File: config.mk
export PLATFORM = sky130hd
export DESIGN_NAME = yaml_escape_to_json_escape_unit
export DESIGN_NICKNAME = d
export VERILOG_FILES = /design/src/rtl/yeje_pkg.sv /design/src/rtl/yeje_front.sv /design/src/rtl/yeje_fifo.sv /design/src/rtl/yeje_back.sv /design/src/rtl/yaml_escape_to_json_escape_unit.sv
export SDC_FILE = /design/constraint.sdc
export NUM_CORES = 1
export LEC_CHECK = 0
export BUFFER_PORTS_ARGS = -buffer_cell sky130_fd_sc_hd__buf_2
export CAP_MARGIN = 25
export CORE_ASPECT_RATIO = 1.1
export CORE_UTILIZATION = 50
export DETAILED_ROUTE_END_ITERATION = 7
export PLACE_DENSITY = 0.7
export SLEW_MARGIN = 20
export SYNTH_ARGS = -nofsm -noshare
export SYNTH_HDL_FRONTEND = slang
export SYNTH_SLANG_ARGS = --single-unit
File: constraint.sdc
create_clock -name clk_i -period 8.59 [get_ports clk_i]
set_input_delay 0.859 -clock clk_i [delete_from_list [all_inputs] [get_ports clk_i]]
set_output_delay 0.859 -clock clk_i [all_outputs]
set_load 0.01 [all_outputs]
File: src/rtl/yeje_pkg.sv
// Shared types, constants and a helper function of the YAML-to-JSON escape translator.
`timescale 1ns / 1ps
`default_nettype none

package yeje_pkg;

  // Default depth of the command queue between front and back end.
  localparam int unsigned FIFO_DEPTH_DEF = 4;

  // Characters that the translator recognizes or produces.
  localparam logic [7:0] CH_BSLASH = 8'h5C;
  localparam logic [7:0] CH_ZERO   = 8'h30;
  localparam logic [7:0] CH_SPACE  = 8'h20;
  localparam logic [7:0] CH_LC_A   = 8'h61;
  localparam logic [7:0] CH_LC_E   = 8'h65;
  localparam logic [7:0] CH_LC_U   = 8'h75;
  localparam logic [7:0] CH_UC_N   = 8'h4E;
  localparam logic [7:0] CH_UC_L   = 8'h4C;
  localparam logic [7:0] CH_UC_P   = 8'h50;
  localparam logic [7:0] CH_UC_U   = 8'h55;
  localparam logic [7:0] CH_UNDER  = 8'h5F;

  localparam logic [7:0] BYTE_BEL  = 8'h07;
  localparam logic [7:0] BYTE_ESC  = 8'h1B;

  // High surrogate and low surrogate prefixes (top six bits).
  localparam logic [5:0] SURR_HI_TAG = 6'b110110;
  localparam logic [5:0] SURR_LO_TAG = 6'b110111;

  localparam logic [7:0] HEX_UPPER [16] = '{
    8'h30, 8'h31, 8'h32, 8'h33, 8'h34, 8'h35, 8'h36, 8'h37,
    8'h38, 8'h39, 8'h41, 8'h42, 8'h43, 8'h44, 8'h45, 8'h46
  };

  typedef enum logic [1:0] {
    MODE_PLAIN = 2'd0,
    MODE_ESC   = 2'd1,
    MODE_HEX   = 2'd2
  } scan_mode_e;

  typedef enum logic [1:0] {
    CMD_LIT   = 2'd0,  // one to three literal bytes
    CMD_UESC  = 2'd1,  // one or two \uXXXX escapes
    CMD_FLUSH = 2'd2   // "\U", collected digits, optional tail byte
  } cmd_kind_e;

  // One unit of work for the back end: it expands into len output bytes.
  typedef struct packed {
    cmd_kind_e   kind;
    logic [3:0]  len;
    logic [63:0] data;
    logic [7:0]  tail;
    logic        has_tail;
    logic        last;
  } cmd_t;

  // Returns {valid, value} for an ASCII hex digit of either case.
  function automatic logic [4:0] hex_decode(input logic [7:0] c);
    logic [4:0] r;
    r = 5'd0;
    if (c >= 8'h30 && c <= 8'h39) begin
      r = {1'b1, 4'(c - 8'h30)};
    end else if (c >= 8'h61 && c <= 8'h66) begin
      r = {1'b1, 4'(c - 8'h57)};
    end else if (c >= 8'h41 && c <= 8'h46) begin
      r = {1'b1, 4'(c - 8'h37)};
    end
    return r;
  endfunction

endpackage

`default_nettype wire

File: src/rtl/yeje_front.sv
// Front end: scans input bytes, tracks escape state and issues output commands.
`timescale 1ns / 1ps
`default_nettype none

module yeje_front (
  input  wire logic          clk_i,
  input  wire logic          rst_ni,
  input  wire logic          s_axis_tvalid,
  output      logic          s_axis_tready,
  input  wire logic [7:0]    s_axis_tdata,   // [7:0] in_byte
  input  wire logic          s_axis_tlast,   // in_last
  input  wire logic          full_i,
  output      logic          push_o,
  output      yeje_pkg::cmd_t cmd_o
);
  import yeje_pkg::*;

  scan_mode_e  mode_q, mode_d;
  logic [2:0]  cnt_q, cnt_d;
  logic [27:0] code_q, code_d;
  logic [7:0]  digits_q [8];
  logic [7:0]  dig_new  [8];
  logic [63:0] dig_old_packed, dig_new_packed;

  logic        accept;
  logic        wr_digit;
  logic [7:0]  b;
  logic        last;
  logic [4:0]  hx;
  logic [31:0] cp;
  logic [4:0]  plane;
  logic [19:0] cp_off;
  cmd_t        cmd;

  assign b      = s_axis_tdata;
  assign last   = s_axis_tlast;
  assign hx     = hex_decode(b);
  assign cp     = {code_q, hx[3:0]};
  assign plane  = cp[20:16] - 5'd1;
  assign cp_off = {plane[3:0], cp[15:0]};

  assign s_axis_tready = !full_i;
  assign accept        = s_axis_tvalid && s_axis_tready;

  always_comb begin
    for (int k = 0; k < 8; k++) begin
      dig_new[k] = digits_q[k];
    end
    dig_new[cnt_q] = b;
    for (int k = 0; k < 8; k++) begin
      dig_old_packed[k*8 +: 8] = digits_q[k];
      dig_new_packed[k*8 +: 8] = dig_new[k];
    end
  end

  always_comb begin
    cmd          = '0;
    cmd.kind     = CMD_LIT;
    cmd.tail     = b;
    cmd.last     = last;
    mode_d       = mode_q;
    cnt_d        = cnt_q;
    code_d       = code_q;
    wr_digit     = 1'b0;

    unique case (mode_q)
      MODE_ESC: begin
        mode_d = MODE_PLAIN;
        cmd.len = 4'd1;
        case (b)
          CH_ZERO:  cmd.data[7:0] = 8'h00;
          CH_LC_A:  cmd.data[7:0] = BYTE_BEL;
          CH_LC_E:  cmd.data[7:0] = BYTE_ESC;
          CH_SPACE: cmd.data[7:0] = CH_SPACE;
          CH_UC_N: begin
            cmd.len        = 4'd2;
            cmd.data[15:0] = 16'h85C2;
          end
          CH_UNDER: begin
            cmd.len        = 4'd2;
            cmd.data[15:0] = 16'hA0C2;
          end
          CH_UC_L: begin
            cmd.len        = 4'd3;
            cmd.data[23:0] = 24'hA880E2;
          end
          CH_UC_P: begin
            cmd.len        = 4'd3;
            cmd.data[23:0] = 24'hA980E2;
          end
          CH_UC_U: begin
            // An escape that ends the scalar right after \U flushes as written.
            cnt_d  = 3'd0;
            code_d = '0;
            if (last) begin
              cmd.kind = CMD_FLUSH;
              cmd.len  = 4'd2;
            end else begin
              cmd.len = 4'd0;
              mode_d  = MODE_HEX;
            end
          end
          default: begin
            cmd.len        = 4'd2;
            cmd.data[15:0] = {b, CH_BSLASH};
          end
        endcase
      end

      MODE_HEX: begin
        if (hx[4]) begin
          wr_digit = 1'b1;
          if (cnt_q == 3'd7) begin
            mode_d = MODE_PLAIN;
            cnt_d  = 3'd0;
            code_d = '0;
            if (cp[31:16] == 16'd0) begin
              cmd.kind       = CMD_UESC;
              cmd.len        = 4'd6;
              cmd.data[15:0] = cp[15:0];
            end else if (cp[31:21] != 11'd0 || cp[20:16] > 5'h10) begin
              cmd.kind = CMD_FLUSH;
              cmd.len  = 4'd10;
              cmd.data = dig_new_packed;
            end else begin
              cmd.kind        = CMD_UESC;
              cmd.len         = 4'd12;
              cmd.data[15:0]  = {SURR_HI_TAG, cp_off[19:10]};
              cmd.data[31:16] = {SURR_LO_TAG, cp_off[9:0]};
            end
          end else if (last) begin
            mode_d   = MODE_PLAIN;
            cnt_d    = 3'd0;
            code_d   = '0;
            cmd.kind = CMD_FLUSH;
            cmd.len  = 4'd3 + {1'b0, cnt_q};
            cmd.data = dig_new_packed;
          end else begin
            cnt_d   = cnt_q + 3'd1;
            code_d  = cp[27:0];
            cmd.len = 4'd0;
          end
        end else begin
          // A non-hex byte ends the sequence and is then scanned as plain text.
          cnt_d        = 3'd0;
          code_d       = '0;
          cmd.kind     = CMD_FLUSH;
          cmd.data     = dig_old_packed;
          cmd.has_tail = (b != CH_BSLASH) || last;
          cmd.len      = 4'd2 + {1'b0, cnt_q} + {3'd0, cmd.has_tail};
          mode_d       = (b == CH_BSLASH && !last) ? MODE_ESC : MODE_PLAIN;
        end
      end

      default: begin
        mode_d        = (b == CH_BSLASH && !last) ? MODE_ESC : MODE_PLAIN;
        cmd.len       = (b != CH_BSLASH || last) ? 4'd1 : 4'd0;
        cmd.data[7:0] = b;
      end
    endcase
  end

  assign cmd_o  = cmd;
  assign push_o = accept && (cmd.len != 4'd0);

  always_ff @(posedge clk_i or negedge rst_ni) begin
    if (!rst_ni) begin
      mode_q <= MODE_PLAIN;
      cnt_q  <= 3'd0;
      code_q <= '0;
    end else if (accept) begin
      mode_q <= mode_d;
      cnt_q  <= cnt_d;
      code_q <= code_d;
    end
  end

  always_ff @(posedge clk_i) begin
    if (accept && wr_digit) begin
      digits_q[cnt_q] <= b;
    end
  end

endmodule

`default_nettype wire

File: src/rtl/yeje_fifo.sv
// Command queue between the scanning front end and the expanding back end.
`timescale 1ns / 1ps
`default_nettype none

module yeje_fifo #(
  parameter int unsigned DEPTH = yeje_pkg::FIFO_DEPTH_DEF
) (
  input  wire logic           clk_i,
  input  wire logic           rst_ni,
  input  wire logic           push_i,
  input  wire yeje_pkg::cmd_t wdata_i,
  output      logic           full_o,
  input  wire logic           pop_i,
  output      logic           valid_o,
  output      yeje_pkg::cmd_t rdata_o
);
  import yeje_pkg::*;

  localparam int unsigned PTR_W = (DEPTH > 1) ? $clog2(DEPTH) : 1;
  localparam int unsigned CNT_W = $clog2(DEPTH + 1);

  cmd_t             entries_q [DEPTH];
  logic [PTR_W-1:0] wr_ptr_q, rd_ptr_q;
  logic [CNT_W-1:0] count_q;
  logic             do_push, do_pop;

  assign full_o  = (count_q == CNT_W'(DEPTH));
  assign valid_o = (count_q != '0);
  assign rdata_o = entries_q[rd_ptr_q];
  assign do_push = push_i && !full_o;
  assign do_pop  = pop_i && valid_o;

  function automatic logic [PTR_W-1:0] ptr_next(input logic [PTR_W-1:0] p);
    return (p == PTR_W'(DEPTH - 1)) ? '0 : p + PTR_W'(1);
  endfunction

  always_ff @(posedge clk_i or negedge rst_ni) begin
    if (!rst_ni) begin
      wr_ptr_q <= '0;
      rd_ptr_q <= '0;
      count_q  <= '0;
    end else begin
      if (do_push) wr_ptr_q <= ptr_next(wr_ptr_q);
      if (do_pop)  rd_ptr_q <= ptr_next(rd_ptr_q);
      if (do_push && !do_pop) begin
        count_q <= count_q + CNT_W'(1);
      end else if (do_pop && !do_push) begin
        count_q <= count_q - CNT_W'(1);
      end
    end
  end

  always_ff @(posedge clk_i) begin
    if (do_push) begin
      entries_q[wr_ptr_q] <= wdata_i;
    end
  end

endmodule

`default_nettype wire

File: src/rtl/yeje_back.sv
// Back end: expands one queued command into output bytes, one byte per cycle unless the receiver stalls.
`timescale 1ns / 1ps
`default_nettype none

module yeje_back (
  input  wire logic           clk_i,
  input  wire logic           rst_ni,
  input  wire logic           head_valid_i,
  input  wire yeje_pkg::cmd_t head_i,
  output      logic           pop_o,
  output      logic           m_axis_tvalid,
  input  wire logic           m_axis_tready,
  output      logic [7:0]     m_axis_tdata,   // [7:0] out_byte
  output      logic           m_axis_tlast    // out_last
);
  import yeje_pkg::*;

  logic [3:0]  idx_q;
  logic        out_valid_q;
  logic [7:0]  out_byte_q;
  logic        out_last_q;

  logic        out_free, fire, at_end, second;
  logic [2:0]  sub, didx;
  logic [15:0] word;
  logic [7:0]  sel;

  assign out_free = !out_valid_q || m_axis_tready;
  assign fire     = head_valid_i && out_free;
  assign at_end   = (idx_q == head_i.len - 4'd1);
  assign pop_o    = fire && at_end;

  // For \u escapes, the second escape of a surrogate pair starts at byte six.
  assign second = (idx_q >= 4'd6);
  assign sub    = second ? 3'(idx_q - 4'd6) : idx_q[2:0];
  assign word   = second ? head_i.data[31:16] : head_i.data[15:0];
  assign didx   = 3'(idx_q - 4'd2);

  always_comb begin
    sel = CH_BSLASH;
    unique case (head_i.kind)
      CMD_UESC: begin
        case (sub)
          3'd1:    sel = CH_LC_U;
          3'd2:    sel = HEX_UPPER[word[15:12]];
          3'd3:    sel = HEX_UPPER[word[11:8]];
          3'd4:    sel = HEX_UPPER[word[7:4]];
          3'd5:    sel = HEX_UPPER[word[3:0]];
          default: sel = CH_BSLASH;
        endcase
      end
      CMD_FLUSH: begin
        if (idx_q == 4'd0) begin
          sel = CH_BSLASH;
        end else if (idx_q == 4'd1) begin
          sel = CH_UC_U;
        end else if (head_i.has_tail && at_end) begin
          sel = head_i.tail;
        end else begin
          sel = head_i.data[{didx, 3'b000} +: 8];
        end
      end
      CMD_LIT: begin
        case (idx_q[1:0])
          2'd0:    sel = head_i.data[7:0];
          2'd1:    sel = head_i.data[15:8];
          default: sel = head_i.data[23:16];
        endcase
      end
      default: sel = CH_BSLASH;
    endcase
  end

  always_ff @(posedge clk_i or negedge rst_ni) begin
    if (!rst_ni) begin
      idx_q       <= 4'd0;
      out_valid_q <= 1'b0;
    end else begin
      if (fire) begin
        idx_q       <= at_end ? 4'd0 : idx_q + 4'd1;
        out_valid_q <= 1'b1;
      end else if (m_axis_tready) begin
        out_valid_q <= 1'b0;
      end
    end
  end

  always_ff @(posedge clk_i) begin
    if (fire) begin
      out_byte_q <= sel;
      out_last_q <= head_i.last && at_end;
    end
  end

  assign m_axis_tvalid = out_valid_q;
  assign m_axis_tdata  = out_byte_q;
  assign m_axis_tlast  = out_last_q;

endmodule

`default_nettype wire

File: src/rtl/yaml_escape_to_json_escape_unit.sv
// Top level of the YAML-to-JSON escape translator: front end, command queue, back end.
//
//   Channel   Direction  Payload                       Framing
//   s_axis    in         tdata[7:0] = in_byte          tlast = in_last
//   m_axis    out        tdata[7:0] = out_byte         tlast = out_last
//
// The front end takes one byte per cycle while the queue is not full and turns each
// byte into at most one command. The back end emits one output byte per cycle unless
// the receiver stalls; an escape expands into up to twelve bytes, so the back end sets
// the sustained rate. Each command is queued, and each output byte is registered.
// The queue holds FIFO_DEPTH commands; s_axis_tready falls only while it is full.
// Reset is asynchronous and returns the scanner to plain text with an empty queue.
`timescale 1ns / 1ps
`default_nettype none

module yaml_escape_to_json_escape_unit #(
  parameter int unsigned FIFO_DEPTH = yeje_pkg::FIFO_DEPTH_DEF
) (
  input  wire logic       clk_i,
  input  wire logic       rst_ni,
  input  wire logic       s_axis_tvalid,
  output      logic       s_axis_tready,
  input  wire logic [7:0] s_axis_tdata,   // [7:0] in_byte
  input  wire logic       s_axis_tlast,   // in_last
  output      logic       m_axis_tvalid,
  input  wire logic       m_axis_tready,
  output      logic [7:0] m_axis_tdata,   // [7:0] out_byte
  output      logic       m_axis_tlast    // out_last
);
  import yeje_pkg::*;

  logic push, full, pop, head_valid;
  cmd_t cmd, head;

  yeje_front u_front (
    .clk_i         (clk_i),
    .rst_ni        (rst_ni),
    .s_axis_tvalid (s_axis_tvalid),
    .s_axis_tready (s_axis_tready),
    .s_axis_tdata  (s_axis_tdata),
    .s_axis_tlast  (s_axis_tlast),
    .full_i        (full),
    .push_o        (push),
    .cmd_o         (cmd)
  );

  yeje_fifo #(
    .DEPTH (FIFO_DEPTH)
  ) u_fifo (
    .clk_i   (clk_i),
    .rst_ni  (rst_ni),
    .push_i  (push),
    .wdata_i (cmd),
    .full_o  (full),
    .pop_i   (pop),
    .valid_o (head_valid),
    .rdata_o (head)
  );

  yeje_back u_back (
    .clk_i         (clk_i),
    .rst_ni        (rst_ni),
    .head_valid_i  (head_valid),
    .head_i        (head),
    .pop_o         (pop),
    .m_axis_tvalid (m_axis_tvalid),
    .m_axis_tready (m_axis_tready),
    .m_axis_tdata  (m_axis_tdata),
    .m_axis_tlast  (m_axis_tlast)
  );

endmodule

`default_nettype wire

======== Yosys cells after proc, flatten, opt, wreduce, memory -nomap -nowiden ========
Memories as Yosys holds them, arrays and structs flattened.
Index checks and enable logic that the tools add are counted.
word-level totals
  bits of input ports ..................... 13
  memories kept ........................... 6
  register bits after elaboration ......... 54
  RAM bits ................................ 384
  output and inout port bits .............. 11
  bits in read-only memories .............. 512
cells by class
  bitwise logic cells ..................... 5
  reductions and logical operators ........ 41
  eq/ne operators ......................... 29
  multiplexer cells ....................... 77
  shifts and indexed selects .............. 1
  magnitude comparators ................... 14
  add/sub/neg operators ................... 16
memories
  name              depth  width  rd ports  clocked after memory_dff  write ports  line              text
  u_fifo.entries_q  4      80     1         0                         1            yeje_fifo.sv:22   cmd_t entries_q [DEPTH];
  (name not given)  16     8      1         0                         0            yeje_back.sv:47   3'd4: sel = HEX_UPPER[word[7:4]];
  (name not given)  16     8      1         0                         0            yeje_back.sv:48   3'd5: sel = HEX_UPPER[word[3:0]];
  (name not given)  16     8      1         0                         0            yeje_back.sv:45   3'd2: sel = HEX_UPPER[word[15:12]];
  (name not given)  16     8      1         0                         0            yeje_back.sv:46   3'd3: sel = HEX_UPPER[word[11:8]];
  u_front.digits_q  8      8      8         0                         1            yeje_front.sv:21  logic [7:0] digits_q [8];
operator list
  cell                number
  $mux 70             2
  $mux 28             4
  $mux 8              12
  $bwmux 64           1
  $eq 8x7->1 const B  8
  $mux 32             2
  $mux 64             1
  $shiftx 64x7->8     1
  $pmux 28 s2         1
  $mux 48             1
  $pmux 8 s2          3
  $pmux 8 s6          1
  $mux 40             1
  $pmux 8 s5          1
  $mux 16             2
  $pmux 16 s2         1
  $pmux 8 s4          1
  $demux 8 s3         1
  $pmux 8 s3          1
  $mux 3              7
  $ge 5x5->1 const B  4
  $mux 2              10
  $not 4->5           4
  $eq 8x6->1 const B  2
  other kinds (52)    111

======== Longest topological paths before layout ========
  word-level depth ........................ 18
  depth in mapped cells ................... 19
  gate-level depth less buffers ........... 18

======== Modules after synthesis ========
A second synthesis with hierarchy kept.
second synthesis, totals
  cells, all modules ...................... 1,393
  area, all modules ....................... 21,030.2 um2
by module, submodules not included
  module      area an instance (um2)  seq. area each (um2)  instances  cells each
  yeje_fifo   12,062.8                9,784.4               1          455
  yeje_front  6,216.0                 2,747.6               1          604
  yeje_back   2,751.4                 395.4                 1          334

======== Worst setup path before layout ========
OpenSTA, ideal clock, no wires.
  path kind ............................... input -> register
  start point ............................. input port s_axis_tdata[1]
  end point ............................... memory u_fifo.entries_q[0][0] (netlist bit), enable pin
  stages on the path ...................... 11
  arrival time ............................ 4,928 ps
  setup slack ............................. 3,215 ps
  path through ............................ buf_2 inv_1 ha_1 o21bai_1 a2111oi_4 or2_1 buf_4 mux2i_1 o21ai_0 o41a_4 and2_1
RTL lines
  what         line                                   text
  from (decl)  yaml_escape_to_json_escape_unit.sv:23  input wire logic [7:0] s_axis_tdata,
  to (decl)    yeje_fifo.sv:22

==> summary.txt <==
Power after layout: 7.22 mW
Mapped Area: 20500 sq um
Final clock skew: 27.6 ps
Synth warnings: 0
CP Capture Type: flop
Post-Synthesis Cells: 1379
Crit-path leading delay family: buffers and inverters
Tmin final: 5010 ps
Switching Power: 2.36 mW
Leakage Power: 7.75 nW
Root buffer cell: clkbuf_16
Max Buffers Root-to-Sink: 3
Crit-path slowest cell: and2_4
DR vias/cell: 6.52
Most frequent cell on the critical path: buf_4
Io pins: 24
Crit-path cells: buf_2 -> clkinv_1 -> ha_1 -> o21bai_1 -> a2111oi_4 -> or2_1 -> buf_4 -> mux2i_1 -> o21ai_0 -> o41a_4 -> and2_4 -> buf_4
Post_cts resized: 0
Worst EP required: 8830 ps
WL per Instance: 26.1 um
Layout cell share with drive strength beyond 1: 18.0%
First-pass detailed-route iteration total: 6
Setup ws final: 3580 ps
R2r setup slk: 3750 ps
Sequential share of power: 39.6%
Largest net degree at the start of global routing: 65
Via count: 12600
Number of enable flip-flop cells after synthesis: 393
Post-route ant nets: 0
Starting Density: 50.9%
CP peak stage delay: 770 ps
Ys flop type: edfxtp_1
Peak supply drop: 0.164 mV
Hold_buf cts: 0
Ys async rst share: 10.3%
Area Overhead vs Synth: 10.0%
Diodes inserted: 0
Fin Hold WS: 364 ps
Htree depth: 2
First-pass GRT wire length: 77.7 mm
HP Class: primary input to async pin
Share of Yosys cell area claimed by the top area cell type: 57.6%
Largest area contributor in the netlist: edfxtp_1
Setup violators final: 0
Critical path fanouts, max: 64
Status: completed
Part of the power in the clock network: 26.8%
Drc violations: 0
CTS buffer count: 43
Gp weighted congestion: 0.946
WP data arrival: 5250 ps
Worst Tran Pin Value: 1010 ps
Total GRT Usage: 24.8%
Buffers & Inverters on Critical Path: 4
Clock-pin slew on the worst setup and hold paths: 60 ps
Final hold vios: 0
Die width: 195 um
CTS tree: built
Comb power frac: 33.6%
CP startpoint kind: primary input
Die area: 41800 sq um
Sw frac: 32.6%
P_int: 4.86 mW
Placement Setup Slack: 3010 ps
Nets@finish: 1443
Num rows: 77
Number of global-route vias before repair: 12400
Seq/Total Area, Yosys: 63.1%
Mean Syn Cell Area: 14.9 sq um
Initial antenna violation count: 0
Post-Syn Nets: 1427
Maxcap violations: 0
Fin crit share: 58.3%
Setup TNS: 0 ps
DR iter-0 viols: 1189
Post-CTS setup buffer count: 0
FF+latch count, synth: 438
Slew Limit Fails: 0
Clock sinks: 438
CORE AREA: 40300 sq um
Rel. slew slack: 32.9%
FMAX: 200 MHz
Synth unique cells: 89
Die height: 214 um
Number of port buffers: 23
Later-pin clock latency in the skew report: 580 ps
Crit path kind: primary input to flop
GR Overflow Total: 0
DP HPWL: 34.0 mm
Power per cell area: 320 nW/um^2
Synth area leaders: edfxtp_1 (58%), mux4_2 (11%), dfrtp_1 (5.5%), mux2i_1 (2.3%), ha_1 (2.1%)
RSZ-0062 raised after global routing: false
WL final: 50.7 mm
## kinds of logic (layout without fill, tap and decap cells)
logic type                 Yosys count  after routing  synth area share (%)
DFF                                438            438                  63.1
xor gates and xnor gates            14             14                 0.599
and+or+nand+nor                    336            336                  8.06
muxes                              161            161                  13.9
adders and majority gates           35             35                  2.17
buffers and inverters              119            167                  2.60
AOI/OAI and AO/OA                  276            276                  9.58
## cell usage after synthesis (9+ instances only)
| cell | instances |
|---|---|
| inv_1 | 36 |
| and2_1 | 21 |
| a22o_1 | 30 |
| a22oi_1 | 9 |
| mux2i_1 | 48 |
| nor3b_1 | 9 |
| edfxtp_1 | 393 |
| buf_2 | 14 |
| nand3_1 | 23 |
| xnor2_1 | 10 |
| nor2_1 | 97 |
| a31oi_1 | 12 |
| clkbuf_1 | 51 |
| a21oi_1 | 57 |
| buf_4 | 10 |
| mux4_2 | 96 |
| nand2_1 | 99 |
| ha_1 | 34 |
| nor3_1 | 23 |
| o21ai_0 | 54 |
| dfrtp_1 | 45 |
| o211ai_1 | 13 |
| mux2_2 | 15 |
## power groups by stage
stage	logic (mW)	clock network [mW]	registers [mW]
floorplan	1.80	0	2.85
global placement	2.37	0	2.88
detailed placement	2.40	0	2.90
CTS	2.42	1.96	2.87
global route	2.61	2.03	2.89
finish	2.43	1.93	2.86
## metrics by stage
| step | util, % | area [sq um] | instances |
|---|---|---|---|
| global placement | 52.3 | 21100 | 1859 |
| finish | 56.0 | 22500 | 1940 |
| floorplan | - | 20500 | 1379 |
| CTS | 56.0 | 22500 | 1940 |
| global route | 56.0 | 22500 | 1940 |
| detailed placement | 52.4 | 21100 | 1863 |
## flip-flops by register name (all words and copies together), names as in the netlist, 3 cells and up
name                 flops
u_fifo.entries_q       320
u_front.digits_q        64
u_front.code_q          28
u_back.m_axis_tdata      8
u_back.idx_q             4
u_fifo.count_q           3
u_front.cnt_q            3
## worst register-to-register path: stages, from the launching register on
cell,delay (ps)
dfrtp_1,640
ha_1,340
ha_1,190
buf_4,210
inv_1,240
nand2_1,340
nor2_1,230
a211oi_2,70
a211oi_1,650
o41a_4,310
and2_4,780
buf_4,500
## metal layers
layer,vias to the layer above,routed length (um),GRT usage [%]
met5,-,0,0
met4,0,1530,7.59
met3,96,3570,3.55
met2,606,23700,38.8
met1,6462,21900,36.2
li1,5478,-,-
## worst paths after layout
check	depth (start not counted)	from	end
setup reg to reg	11	u_front.cnt_q[0]	u_fifo.entries_q[0][32]
hold reg to reg	2	u_back.m_axis_tvalid	u_back.m_axis_tvalid
min in group clk_i	2	u_back.m_axis_tvalid	u_back.m_axis_tvalid
setup / recovery	12	s_axis_tdata[0]	u_fifo.entries_q[0][32]
max in group asynchronous	2	rst_ni	u_fifo.rd_ptr_q[1]
hold / removal	2	rst_ni	u_back.idx_q[1]
## cell type report
type                            instances  area (sq um)
Clock inverter                         17           223
Clock buffer                           60          1220
Timing Repair Buffer                   52           332
Multi-Input combinational cell        822          7040
Tap cell                              513           642
Sequential cell                       438         12900
Inverter                               38           143
Fill cell                            3150         17700
## cell usage in the layout, fill, tap and decap left out, types with 23 or more instances in the layout
master / synthesis / layout
inv_1: 36 / 36
mux2i_1: 48 / 48
nor2_1: 97 / 97
mux4_2: 96 / 96
a21oi_1: 57 / 57
clkbuf_16: 0 / 45
buf_2: 14 / 25
nor3_1: 23 / 23
buf_4: 10 / 26
o21ai_0: 54 / 54
a22o_1: 30 / 30
dfrtp_1: 45 / 43
nand2_1: 99 / 99
edfxtp_1: 393 / 393
nand3_1: 23 / 23
ha_1: 34 / 34
Note: power is estimated with default switching activity, not from simulation.
